===== src/design/bfu_pkg.sv =====
// Package for the bilinear frame upscaler: field widths, register indexes,
// item modes and the per-channel interpolation step. No dependencies.
package bfu_pkg;

  localparam int COORD_W   = 12;
  localparam int CFG_W     = 13;
  localparam int CFG_IDX_W = 1;
  localparam int CHAN_W    = 8;
  localparam int PIX_W     = 24;
  localparam int ARGB_W    = 32;
  localparam int FRAC_W    = 9;

  // Configuration register indexes.
  localparam logic [CFG_IDX_W-1:0] CFG_OUT_WIDTH  = 1'd0;
  localparam logic [CFG_IDX_W-1:0] CFG_OUT_HEIGHT = 1'd1;

  localparam logic [CFG_W-1:0] OUT_WIDTH_RST  = 13'd320;
  localparam logic [CFG_W-1:0] OUT_HEIGHT_RST = 13'd240;

  // Item modes.
  localparam logic MODE_WRITE   = 1'b0;
  localparam logic MODE_REQUEST = 1'b1;

  localparam logic [CHAN_W-1:0] ALPHA_OPAQUE = 8'hFF;
  localparam logic [FRAC_W-1:0] FRAC_ONE     = 9'd256;

  // One interpolation step: a + floor((b - a) * f / 256), with f in 0..256.
  function automatic logic [CHAN_W-1:0] bfu_lerp(input logic [CHAN_W-1:0] a,
                                                 input logic [CHAN_W-1:0] b,
                                                 input logic [FRAC_W-1:0] f);
    logic signed [9:0]  diff;
    logic signed [19:0] prod;
    logic signed [19:0] sum;
    diff = $signed({2'b00, b}) - $signed({2'b00, a});
    prod = diff * $signed({1'b0, f});
    sum  = (prod >>> 8) + $signed({12'd0, a});
    return sum[CHAN_W-1:0];
  endfunction

endpackage


===== src/design/bfu_coord_map.sv =====
// Maps an output coordinate to a source index and 8-bit fraction through a
// pipelined restoring divider, one quotient bit per stage. Depends on bfu_pkg.
module bfu_coord_map #(
  parameter int SRC = 320,
  parameter int QB  = 9
) (
  input  logic                       clk_i,
  input  logic                       en_i,
  input  logic [bfu_pkg::COORD_W-1:0] coord_i,
  input  logic [bfu_pkg::CFG_W-1:0]  out_size_i,
  output logic [QB-1:0]              idx_o,
  output logic [bfu_pkg::FRAC_W-1:0] frac_o
);
  import bfu_pkg::*;

  localparam int NS = QB + 8;            // quotient bits, one per stage
  localparam int PW = COORD_W + QB;      // coord * (SRC - 1)
  localparam int RW = PW + 8;            // scaled dividend and remainder
  localparam int LW = CFG_W + QB;        // divisor * (SRC - 1)

  logic [CFG_W-1:0] div_d;
  logic [CFG_W-1:0] div_q;
  logic [LW-1:0]    lim_q;
  logic [PW-1:0]    prod_q;
  logic [RW-1:0]    rem_q   [NS+1];
  logic [NS-1:0]    quo_q   [NS+1];
  logic             clamp_q [NS+1];

  // Divisor is out_size - 1, or 1 for sizes of 0 and 1; it follows the register.
  assign div_d = (out_size_i > CFG_W'(1)) ? (out_size_i - CFG_W'(1)) : CFG_W'(1);

  always_ff @(posedge clk_i) begin
    div_q <= div_d;
    lim_q <= LW'(div_q) * LW'(SRC - 1);
  end

  // Scale, clamp test, then one compare and subtract per quotient bit.
  always_ff @(posedge clk_i) begin
    if (en_i) begin
      prod_q     <= PW'(coord_i) * PW'(SRC - 1);
      clamp_q[0] <= (LW'(prod_q) >= lim_q);
      rem_q[0]   <= {prod_q, 8'd0};
      quo_q[0]   <= '0;
      for (int s = 0; s < NS; s++) begin
        if (rem_q[s] >= (RW'(div_q) << (NS - 1 - s))) begin
          rem_q[s+1] <= rem_q[s] - (RW'(div_q) << (NS - 1 - s));
          quo_q[s+1] <= quo_q[s] | (NS'(1) << (NS - 1 - s));
        end else begin
          rem_q[s+1] <= rem_q[s];
          quo_q[s+1] <= quo_q[s];
        end
        clamp_q[s+1] <= clamp_q[s];
      end
    end
  end

  // Past the last cell the index sticks at SRC-2 with the full weight.
  assign idx_o  = clamp_q[NS] ? QB'(SRC - 2) : quo_q[NS][NS-1:8];
  assign frac_o = clamp_q[NS] ? FRAC_ONE : {1'b0, quo_q[NS][7:0]};

endmodule


===== config.mk =====
export PLATFORM = sky130hd
export DESIGN_NAME = bfu_coord_map
export DESIGN_NICKNAME = d
export VERILOG_FILES = /design/src/design/bfu_pkg.sv /design/src/design/bfu_coord_map.sv
export SDC_FILE = /design/constraint.sdc
export NUM_CORES = 1
export LEC_CHECK = 0
export BUFFER_PORTS_ARGS = -buffer_cell sky130_fd_sc_hd__buf_2
export CAP_MARGIN = 10
export CORE_UTILIZATION = 51
export CTS_BUF_LIST = sky130_fd_sc_hd__clkbuf_2
export CTS_CLUSTER_SIZE = 40
export DETAILED_ROUTE_END_ITERATION = 16
export GPL_ROUTABILITY_DRIVEN = 0
export PLACE_DENSITY_LB_ADDON = 0.3
export SYNTH_ARGS = -nofsm -noshare
export SYNTH_HDL_FRONTEND = slang
export SYNTH_SLANG_ARGS = --single-unit

===== constraint.sdc =====
create_clock -name clk_i -period 7.92 [get_ports clk_i]
set_input_delay 0.792 -clock clk_i [delete_from_list [all_inputs] [get_ports clk_i]]
set_output_delay 0.792 -clock clk_i [all_outputs]
set_load 0.02 [all_outputs]

# --- Word level (Yosys, flattened, before mapping) ---
# Memory sizes are Yosys's and may differ from the RTL's.
# Cells that the tools add are included.
word_totals:
  ff_bits: 56
  ramBits: 846
  input_bits: 27
  out_inout_bits: 18
  word_cells: 219
  memories: 3
op_classes:
  add_sub_neg: 18
  mul: 2
  magnitude_cmp: 19
  mux: 140
  n_bitwise: 34
memory_table:
  columns: ["name", "words", "word_bits", "rd", "rd_ports_with_merged_regs", "write_ports", "line", "rtl"]
  rows:
  - ["rem_q", 18, 29, 17, 0, 18, "bfu_coord_map.sv:25", "logic [RW-1:0] rem_q [NS+1];"]
  - ["quo_q", 18, 17, 18, 0, 18, "bfu_coord_map.sv:26", "logic [NS-1:0] quo_q [NS+1];"]
  - ["clamp_q", 18, 1, 18, 0, 18, "bfu_coord_map.sv:27", "logic clamp_q [NS+1];"]
op_table:
  columns: ["operator", "n"]
  rows:
  - ["29-bit two-way mux", 17]
  - ["17-bit two-way mux", 17]
  - ["1-bit two-way mux", 104]
  - ["1-bit OR", 34]
  - ["29-bit by 13-bit >= comparator with 1-bit output", 1]
  - ["29-bit by 14-bit >= comparator with 1-bit output", 1]
  - ["29-bit by 15-bit >= comparator with 1-bit output", 1]
  - ["29-bit by 16-bit >= comparator with 1-bit output", 1]
  - ["29-bit by 17-bit >= comparator with 1-bit output", 1]
  - ["29-bit by 18-bit >= comparator with 1-bit output", 1]
  - ["29-bit by 19-bit >= comparator with 1-bit output", 1]
  - ["29-bit by 20-bit >= comparator with 1-bit output", 1]
  - ["29-bit by 21-bit >= comparator with 1-bit output", 1]
  - ["29-bit by 22-bit >= comparator with 1-bit output", 1]
  - ["29-bit by 23-bit >= comparator with 1-bit output", 1]
  - ["29-bit by 24-bit >= comparator with 1-bit output", 1]
  - ["29-bit by 25-bit >= comparator with 1-bit output", 1]
  - ["29-bit by 26-bit >= comparator with 1-bit output", 1]
  - ["29-bit by 27-bit >= comparator with 1-bit output", 1]
  - ["29-bit by 28-bit >= comparator with 1-bit output", 1]
  - ["29-bit >= comparator", 1]
  - ["29-bit by 13-bit subtractor with 29-bit output", 1]
  - ["29-bit by 14-bit subtractor with 29-bit output", 1]
  - ["29-bit by 15-bit subtractor with 29-bit output", 1]
  - ["other kinds (20)", 21]

# --- Longest topological paths before layout ---
# Gate-level depths: netlist (run 1).
logic_depth:
  word_depth: 5
  depth_mapped: 17
  depth_no_buf: 17

# --- Worst setup path before layout (run 1) ---
# OpenSTA, ideal clock, no wires.
synth_path:
  path_kind: "register -> register"
  start: "reg div_q[7]"
  end: "reg lim_q[19]"
  setup_time_ps: 119
  t_arrival_ps: 4880
  required_time_ps: 7801
  setup_slack_ps: 2921
  path_stages_with_launch: 17
  n_path_buf: 0
  period_less_slack_ps: 4999
  cell_sequence: "dfxtp_1 -> inv_1 -> fa_1 -> inv_1 -> fa_1 -> inv_1 -> fa_1 -> fa_1 -> inv_1 -> ha_1 -> or3_1 -> o221a_2 -> a221o_1 -> and3_1 -> o21a_1 -> o41a_1 -> xor2_1"
synth_via:
  elab_chain_cells: 1
synth_rtl:
  columns: ["item", "line", "rtl"]
  rows:
  - ["start: declaration", "bfu_coord_map.sv:22", "logic [CFG_W-1:0] div_q;"]
  - ["start signal: assignment", "bfu_coord_map.sv:33", "div_q <= div_d;"]
  - ["13-bit by 9-bit multiplier with 22-bit output", "bfu_coord_map.sv:34", "lim_q <= LW'(div_q) * LW'(SRC - 1);"]
  - ["end signal: assignment", "bfu_coord_map.sv:34", null]
  - ["end: declaration", "bfu_coord_map.sv:23", "logic [LW-1:0] lim_q;"]
# No other way between the ends.
# A chain may end at the register's enable or synchronous reset.

# --- Worst setup path in the final report (run 1) ---
layout_path:
  start: "reg div_q[9]"
  end: "reg lim_q[19]"
# The elaborated chain is that of the path after synthesis.

==> impl_metrics.py, run 1 <==
metrics = {
    "clocking": {
        "hold_buffers": 39,
        "clk_latency_ns": 1.35,
        "cts.sinks": 612,
        "cts_tree": "built",
        "cts-root-buf": "clkbuf_2",
        "cts_inserted_buffers": 162,
        "post_cts_buffers": 0,
        "cts.clk_slew.worst_paths_ns": 0.14,
        "htreeDepth": 4,
        "clockBufferDepth": 3,
        "postCtsResizedCells": 0,
    },
    "setup_path": {
        "crit_required_ns": 9.07,
        "crit_fanout": 11,
        "crit_path_end_kind": "flip-flop",
        "r2r_cells": 16,
        "r2r_slack_ns": 2.51,
        "critPathKind": "flip-flop to flip-flop",
        "regToRegEndpoint": "lim_q[19]$_DFF_P_",
        "rr_startpoint": "div_q[9]$_SDFF_PP0_",
        "cp.arrival_ns": 6.56,
        "timing.critical_path.from_type": "flip-flop",
    },
    "outcome": {
        "status": "complete, no violations",
    },
    "timing": {
        "rsz0062_at_grt": "no",
        "max_freq_ghz": 0.185,
        "max_slew.worst_pin.slew_ns": 1.12,
        "setup_viol": 0,
        "finClkSkew_ns": 0.106,
        "finalCritPeriodShare_pct": 68.3,
        "hold_viol": 0,
        "slew_viol_final": 0,
        "final.setup.tns_ns": 0,
        "period_minus_slack_ns": 5.41,
        "slew-limit-headroom_pct": 25.4,
    },
    "synthesis": {
        "synth_cells": 3424,
        "yosys-top-cells-area": "edfxtp_1 45%, ha_1 11%, fa_1 5.1%",
        "synthDistinctLibCells": 103,
        "yosysMostFrequentCell": "edfxtp_1",
        "netlist.area_leader.share_pct": 45.4,
        "ys_seq_elements": 612,
        "synthTopCellsByCount": "577 x edfxtp_1, 329 x ha_1, 270 x inv_1, 233 x o21ai_0, 227 x nor2_1",
        "async_reset_ff_share_pct": 0,
        "netlist_area_um2": 38100,
        "synth_nets": 3878,
        "ys.warnings.count": 0,
        "syn_avg_cell_area_um2": 11.1,
        "synth_seq_area_share_pct": 47.3,
        "synth_area_leader_cell": "edfxtp_1",
        "ys.flop_type": "edfxtp_1",
        "synth_edf_count": 577,
    },
    "route": {
        "vias": 26030,
        "route.layer.met1.wl_um": 36000,
        "drc_errors": 0,
        "via_per_inst": 5.53,
        "wirelength_um": 78500,
        "wl_met2_um": 37000,
        "ant_nets": 0,
        "maxUsedRoutingLayer": "met4",
        "wl_met3_um": 3240,
        "drtIter0Drc": 1572,
        "firstDrtPassIters": 5,
        "wire_per_inst_um": 16.7,
    },
    "final_layout": {
        "drive_gt1_share_pct": 11.6,
        "area_delta_synth_final_pct": 8.53,
        "stdcell_area_um2": 41400,
        "final_core_util_pct": 56.3,
        "nNetsFinal": 4077,
        "instances_no_fill": 4706,
        "fillCellCount": 6322,
    },
    "floorplan": {
        "num_rows": 99,
        "core_um2": 73500,
        "initial_core_util_pct": 51.9,
        "die_y_um": 275,
        "die_area_um2": 75900,
        "dieWidth_um": 275,
        "io_pins": 45,
    },
    "worst_hold_path": {
        "hold_path_end": "prod_q[20]$_DFFE_PP_",
        "hp-start": "coord_i[10]",
        "whs_path_depth": 4,
        "hold_class": "primary input to flip-flop",
    },
    "power": {
        "peakVddDrop_v": 0.000166,
        "leakagePower_uw": 0.0165,
        "clockPowerShare_pct": 15.6,
        "internal_power_uw": 8770,
        "power.density_nw_per_um2": 348,
        "comb_power_share_pct": 46.3,
        "p_seq_share_pct": 38.0,
        "switching_share_pct": 39.2,
        "p_sw_uw": 5650,
        "power_uw": 14400,
    },
    "grt": {
        "grt_pass1_wl_um": 129000,
        "track_usage_pct": 21.2,
        "grt_max_degree": 136,
        "overflow": 0,
        "grt_pass1_vias": 25630,
        "antenna_found_initial": 1,
    },
    "flow_run": {
        "max-cap-violations": 0,
    },
    "place": {
        "place_area_um2": 39500,
        "post-dp-hpwl_um": 55900,
        "dp_cells": 4379,
        "io_buffer_count": 44,
    },
}
-- worst max path at each step --
| stage | from | endpoint | slack [ns] | cells past startpoint |
|---|---|---|---|---|
| global route | div_q[9]$_SDFF_PP0_ | lim_q[19]$_DFF_P_ | 2.24 | 16 |
| CTS | div_q[9]$_SDFF_PP0_ | lim_q[19]$_DFF_P_ | 2.48 | 16 |
| finish | div_q[9]$_SDFF_PP0_ | lim_q[19]$_DFF_P_ | 2.51 | 16 |
| global placement | coord_i[3] | prod_q[19]$_DFFE_PP_ | 2.59 | 18 |
| floorplan | div_q[7]$_SDFF_PP0_ | lim_q[19]$_DFF_P_ | 2.92 | 16 |
| detailed placement | coord_i[3] | prod_q[19]$_DFFE_PP_ | 2.46 | 18 |
-- per-stage QoR --
step | worst slack, ns | hold WS [ns]
CTS | 2.48 | 0.0183
detailed placement | 2.46 | 0.405
global placement | 2.59 | 0.400
global route | 2.24 | 0.146
finish | 2.51 | 0.207
floorplan | 2.92 | 0.400
-- cells in the final DEF (no fill, tap or decap), types with 12 or more instances in the layout --
| cell | count |
|---|---|
| mux2i_1 | 13 |
| or3_1 | 31 |
| nand3_1 | 65 |
| dlygate4sd3_1 | 39 |
| nand4_1 | 32 |
| o31ai_1 | 17 |
| buf_2 | 43 |
| buf_4 | 23 |
| ha_1 | 329 |
| or4_1 | 14 |
| xnor2_1 | 135 |
| a211oi_1 | 24 |
| a21oi_1 | 195 |
| and3_1 | 23 |
| nor4_1 | 52 |
| mux2_2 | 40 |
| a21o_1 | 67 |
| o21a_1 | 52 |
| nand2b_1 | 68 |
| o21bai_1 | 12 |
| nor3_1 | 80 |
| a31oi_1 | 26 |
| or2_2 | 20 |
| dfxtp_1 | 33 |
| nor2b_1 | 60 |
| fa_1 | 98 |
| inv_1 | 270 |
| xor2_1 | 144 |
| nor2_1 | 227 |
| o21ai_0 | 233 |
| clkbuf_2 | 227 |
| edfxtp_1 | 577 |
| clkinv_1 | 39 |
| o211ai_1 | 13 |
| nand2_1 | 219 |
-- final cells by class --
type	instances	area [um2]	area share (%)
Multi-Input combinational cell	2465	18800	45.3
Tap cell	959	1200	2.90
Antenna cell	2	5.00	0.0121
Timing Repair Buffer	109	853	2.06
Sequential cell	612	18000	43.6
Clock buffer	227	1140	2.75
Inverter	273	1020	2.48
Clock inverter	59	368	0.889
-- power groups by stage --
stage	Sequential (uW)	Combinational, uW	Clock (uW)
4_1_cts	5490	6670	2350
2_1_floorplan	5300	5360	0
3_3_place_gp	5550	6490	0
3_5_place_dp	5550	6600	0
5_1_grt	5580	7590	2500
6_report	5490	6680	2250
-- flip-flops by register name (all words and copies together), names as in the netlist --
signal   cells
clamp_q     18
div_q       13
lim_q       22
prod_q      21
quo_q      153
rem_q      385
-- worst max-delay path, cell delays in order (launching register included) --
cell	delay (ns)
dfxtp_1	0.35
inv_1	0.56
fa_1	0.54
inv_1	0.11
fa_1	0.42
inv_1	0.08
fa_1	0.44
fa_1	0.54
inv_1	0.04
ha_1	0.24
or3_1	0.38
o221a_2	0.30
a221o_1	0.38
and3_1	0.21
o21a_1	0.18
o41a_1	0.32
xor2_1	0.14
-- cell families (layout without fill, tap and decap cells) --
logic type	count (synthesis)	count (layout)	synth area share, %
multiplexers	55	55	1.58
AND/OR/NAND/NOR	969	969	13.2
buffers and inverters	347	668	3.52
AO/OA/AOI/OAI	735	735	12.1
adder cells (fa/ha/maj)	427	427	15.9
XOR/XNOR	279	279	6.41
flip-flops	612	612	47.3
other	0	2	0
-- per-layer routing --
layer	vias to the layer above	global-route usage, %
li1	12991	-
met1	12322	28.1
met2	565	34.7
met3	152	3.58
met4	0	8.64
met5	-	0
Note: power is estimated with default switching activity, not from simulation.
==> run 2, diff against run 1 <==
==> constraint.sdc (replaced) <==
create_clock -name clk_i -period 4.81 [get_ports clk_i]
set_input_delay 0.481 -clock clk_i [delete_from_list [all_inputs] [get_ports clk_i]]
set_output_delay 0.481 -clock clk_i [all_outputs]
set_load 0.02 [all_outputs]
==> impl_metrics.py, run 2 (same netlist as run 1, synthesis figures left out) <==
metrics = {
    "timing": {
        "period_minus_slack_ns": 4.74,
        "max_freq_ghz": 0.211,
        "max_slew.worst_pin.slew_ns": 1.05,
        "fin_ws_ns": 0.0672,
        "slew-limit-headroom_pct": 30.0,
        "rsz0062_at_grt": "yes",
        "hold_viol": 0,
        "finalCritPeriodShare_pct": 98.6,
        "setup_viol": 0,
        "slew_viol_final": 0,
        "finClkSkew_ns": 0.154,
    },
    "final_layout": {
        "drive_gt1_share_pct": 13.3,
        "instances_no_fill": 4760,
        "area_delta_synth_final_pct": 9.89,
        "nNetsFinal": 4145,
        "largestRegisters": "rem_q x385, quo_q x153, lim_q x22",
        "layout_common_cells": "577 x edfxtp_1, 326 x ha_1, 261 x inv_1",
        "layout_commonest_cell": "edfxtp_1",
        "largest_reg_flops": 385,
        "stdcell_area_um2": 41900,
        "largest-register": "rem_q",
    },
    "route": {
        "drtIter0Drc": 1747,
        "firstDrtPassIters": 5,
        "wirelength_um": 79600,
        "ant_nets": 0,
        "drc_errors": 0,
        "via_per_inst": 5.57,
        "vias": 26497,
        "wire_per_inst_um": 16.7,
    },
    "grt": {
        "grt_max_degree": 98,
        "met1_usage_pct": 28.5,
        "track_usage_pct": 21.5,
        "overflow": 0,
        "grt_pass1_vias": 25916,
        "met3_usage_pct": 4.09,
        "grtUsageMet2_pct": 35.1,
        "grt_busiest_layer": "met2",
        "antenna_found_initial": 3,
        "grt_pass1_wl_um": 130000,
    },
    "setup_path": {
        "slowest_delay_ns": 0.56,
        "crit_fanout": 4,
        "cp_slowest_cell": "fa_1",
        "critPathKind": "flip-flop to flip-flop",
        "crit_chain": "clkinvlp_4, fa_1, inv_2, fa_1, inv_1, fa_1, fa_1, inv_2, ha_4, or3_4, o221a_4, a221o_1, and3_4, o21a_1, o41a_1, xor2_1",
        "crit_required_ns": 6.03,
        "timing.critical_path.from_type": "flip-flop",
        "crit_top_cell": "fa_1",
        "crit_path_end_kind": "flip-flop",
        "cp.arrival_ns": 5.96,
    },
    "floorplan": {
        "dieWidth_um": 275,
        "core_um2": 73500,
        "num_rows": 99,
        "die_y_um": 275,
        "io_pins": 45,
        "die_area_um2": 75900,
        "initial_core_util_pct": 51.9,
    },
    "clocking": {
        "cts_tree": "built",
        "cts.clk_slew.worst_paths_ns": 0.12,
        "clockBufferDepth": 3,
        "cts.sinks": 612,
        "cts_inserted_buffers": 162,
        "cts-root-buf": "clkbuf_2",
        "htreeDepth": 4,
        "clk_latency_ns": 1.40,
    },
    "worst_hold_path": {
        "hold_class": "primary input to flip-flop",
    },
    "place": {
        "io_buffer_count": 44,
        "dp_cells": 4419,
        "pre_cts_slack_ns": -0.185,
        "post-dp-hpwl_um": 56500,
        "place_area_um2": 39800,
    },
    "power": {
        "peakVddDrop_v": 0.000310,
        "leakagePower_uw": 0.0168,
        "power.density_nw_per_um2": 571,
    },
    "flow_run": {
        "max-cap-violations": 0,
    },
    "outcome": {
        "status": "complete, no violations",
    },
}
-- run 2: path summary, 6_finish.rpt --
check	startpoint	endpoint	slack, ns	cells after the start
min reg2reg	quo_q[8][2]$_DFFE_PP_	quo_q[8][19]$_DFFE_PP_	0.33	0
max	div_q[7]$_SDFF_PP0_	lim_q[19]$_DFF_P_	0.07	16
max reg2reg	div_q[7]$_SDFF_PP0_	lim_q[19]$_DFF_P_	0.07	16
min	coord_i[8]	prod_q[18]$_DFFE_PP_	0.17	6
-- run 2: area by class of cell --
class                           count  area, um2
Inverter                          273       1030
Multi-Input combinational cell   2465      18800
Clock buffer                      233       1170
Timing Repair Buffer              177       1400
Clock inverter                     35        216
Sequential cell                   612      18000
Antenna cell                        6       15.0
Fill cell                        6222      31600
Tap cell                          959       1200
-- run 2: power breakdown --
| group | switching, uW | internal, uW | leakage, uW |
|---|---|---|---|
| Sequential | 1010 | 8010 | 0.00578 |
| Combinational | 6150 | 5210 | 0.00994 |
| Clock | 2140 | 1400 | 0.00106 |
| Total | 9300 | 14600 | 0.0168 |
-- run 2: metal layers --
metal  share of wire (%)  wire, um
met1                  45     36100
met2                  47     37700
met3                 4.9      3910
met4                 2.3      1860
met5                   0         0
-- run 2: worst max-delay path, delay by kind of cell (launching register included) --
family,cells,cell delay (ns)
and+or+nand+nor,2,0.54
buffers and inverters,4,0.26
DFF,1,0.41
adders and majority gates,5,2.13
xor gates and xnor gates,1,0.15
AOI/OAI and AO/OA,4,1.11
-- run 2: through the flow --
stage | util [%] | total power (uW) | TNS (ns) | hold WS [ns]
global route | 57.0 | 26000 | -0.0368 | 0.0575
floorplan | - | 17600 | -0.0935 | 0.400
finish | 57.0 | 23900 | 0 | 0.170
CTS | 56.9 | 23900 | 0 | 0.0243
detailed placement | 54.2 | 20200 | -0.388 | 0.405
global placement | 54.2 | 20000 | -0.162 | 0.401
-- run 2: repair_timing --
action,4_1_cts,5_1_grt
gates resized for setup,3,22
pin swaps,0,19
hold buffers,62,0
hold endpoints to repair,336,0
endpoints found under the setup margin,1,5
setup buffers,1,4
==> run 3, diff against run 2 <==
--- a/config.mk
+++ b/config.mk
@@ -7,7 +7,7 @@
 export LEC_CHECK = 0
 export BUFFER_PORTS_ARGS = -buffer_cell sky130_fd_sc_hd__buf_2
 export CAP_MARGIN = 10
-export CORE_UTILIZATION = 51
+export CORE_UTILIZATION = 50
 export CTS_BUF_LIST = sky130_fd_sc_hd__clkbuf_2
 export CTS_CLUSTER_SIZE = 40
 export DETAILED_ROUTE_END_ITERATION = 16
==> impl_metrics.py, run 3 (same netlist as run 1, synthesis figures left out) <==
metrics = {
    "grt": {
        "track_usage_pct": 20.9,
        "overflow": 0,
        "grt_pass1_vias": 25874,
        "grt_max_degree": 84,
        "antenna_found_initial": 2,
        "grt_pass1_wl_um": 130000,
    },
    "route": {
        "wirelength_um": 79700,
        "drtIter0Drc": 1742,
        "drc_errors": 0,
        "vias": 26468,
        "wire_per_inst_um": 16.7,
        "via_per_inst": 5.54,
        "ant_nets": 0,
        "firstDrtPassIters": 5,
    },
    "final_layout": {
        "drive_gt1_share_pct": 13.3,
        "largest_reg_flops": 385,
        "largestRegisters": "rem_q x385, quo_q x153, lim_q x22",
        "final-seq-area_um2": 18000,
        "nNetsFinal": 4147,
        "largest-register": "rem_q",
        "area_delta_synth_final_pct": 10.1,
        "instances_no_fill": 4774,
        "layout_commonest_cell": "edfxtp_1",
        "fillCellCount": 6375,
        "layout_common_cells": "577 x edfxtp_1, 324 x ha_1, 262 x inv_1",
        "multi_input_area_um2": 18800,
        "final_core_util_pct": 56.0,
    },
    "setup_path": {
        "cp-startpoint": "coord_i[1]",
        "r2r_cells": 17,
        "timing.critical_path.from_type": "primary input",
        "crit_path_end_kind": "flip-flop",
        "critPathKind": "primary input to flip-flop",
        "crit_fanout": 3,
        "rr_startpoint": "div_q[4]$_SDFF_PP0_",
        "cp.arrival_ns": 5.78,
        "crit_required_ns": 5.84,
        "r2r_slack_ns": 0.11,
        "crit_path_end": "prod_q[20]$_DFFE_PP_",
        "regToRegEndpoint": "lim_q[19]$_DFF_P_",
    },
    "timing": {
        "rsz0062_at_grt": "yes",
        "finClkSkew_ns": 0.0873,
        "max_freq_ghz": 0.211,
        "hold_viol": 0,
        "period_minus_slack_ns": 4.75,
        "fin_ws_ns": 0.0604,
        "finalCritPeriodShare_pct": 98.7,
        "slew_viol_final": 0,
        "final.setup.tns_ns": 0,
        "slew-limit-headroom_pct": 40.1,
        "setup_viol": 0,
        "max_slew.worst_pin.slew_ns": 0.898,
    },
    "power": {
        "power.density_nw_per_um2": 571,
        "peakVddDrop_v": 0.000275,
        "power_uw": 24000,
        "leakagePower_uw": 0.0168,
    },
    "clocking": {
        "cts.sinks": 612,
        "clockBufferDepth": 3,
        "clk_latency_ns": 1.33,
        "cts.clk_slew.worst_paths_ns": 0.10,
        "cts_tree": "built",
        "cts_inserted_buffers": 163,
        "htreeDepth": 4,
        "cts-root-buf": "clkbuf_2",
    },
    "outcome": {
        "status": "complete, no violations",
    },
    "floorplan": {
        "io_pins": 45,
        "initial_core_util_pct": 50.9,
        "dieWidth_um": 278,
        "num_rows": 100,
        "die_area_um2": 77400,
        "die_y_um": 278,
        "core_um2": 74900,
    },
    "place": {
        "dp_cells": 4434,
        "io_buffer_count": 44,
        "post-dp-hpwl_um": 57100,
        "pre_cts_slack_ns": -0.126,
    },
    "flow_run": {
        "max-cap-violations": 0,
    },
    "worst_hold_path": {
        "hold_class": "primary input to flip-flop",
    },
}
## run 3: routing by layer
layer	routed length (um)	vias to the layer above	global-route usage (%)
met4	1890	0	7.58
met2	37800	631	34.7
met5	0	-	0
met1	36300	12538	27.6
li1	-	13149	-
met3	3630	150	3.37
## run 3: critical path, stage by stage
cell and delay, ns:
dlygate4sd3_1 0.53, buf_2 0.12, buf_4 0.14, fa_1 0.51, dlygate4sd3_1 0.59, ha_1 0.29
ha_1 0.20, fa_1 0.46, ha_2 0.22, fa_2 0.35, a21oi_2 0.18, o211ai_1 0.13
nand2_1 0.09, o21ai_1 0.07, a21o_1 0.18, a221o_1 0.33, a21o_1 0.18, a21o_1 0.16
dlygate4sd3_1 0.55
## run 3: worst min path at each step
stage | startpoint | to | slack [ns] | depth (start not counted)
floorplan | clamp_q[9]$_DFFE_PP_ | clamp_q[10]$_DFFE_PP_ | 0.40 | 0
global placement | quo_q[4][27]$_DFFE_PP_ | quo_q[5][10]$_DFFE_PP_ | 0.40 | 0
detailed placement | clamp_q[15]$_DFFE_PP_ | clamp_q[16]$_DFFE_PP_ | 0.40 | 0
CTS | coord_i[1] | prod_q[1]$_DFFE_PP_ | 0.01 | 4
global route | coord_i[1] | prod_q[1]$_DFFE_PP_ | 0.06 | 4
finish | coord_i[1] | prod_q[1]$_DFFE_PP_ | 0.19 | 4
## run 3: power breakdown
part           internal [uW]  switching (uW)  total (uW)  leakage (uW)
Sequential              8010            1000        9010       0.00578
Combinational           5210            6120       11300       0.00995
Clock                   1470            2180        3640       0.00109
## run 3: repair_timing
action | CTS | global route
hold endpoints to repair | 437 | 0
setup endpoints to repair | 1 | 4
setup buffers | 2 | 1
gates resized for setup | 7 | 14
hold buffers | 60 | 0
pin swaps | 5 | 14
## run 3: layout make-up
type	count	area share (%)
Antenna cell	1	0.00596
Clock buffer	232	2.77
Clock inverter	44	0.700
Inverter	273	2.46
Multi-Input combinational cell	2465	44.8
Sequential cell	612	43.0
Tap cell	969	2.89
Timing Repair Buffer	178	3.36
## run 3: stage by stage
stage	hold slack, ns	area (um2)
after floorplan	0.400	38200
after global placement	0.400	39800
after detailed placement	0.405	39800
after CTS	0.0140	41900
after global routing	0.0641	42000
final	0.195	42000
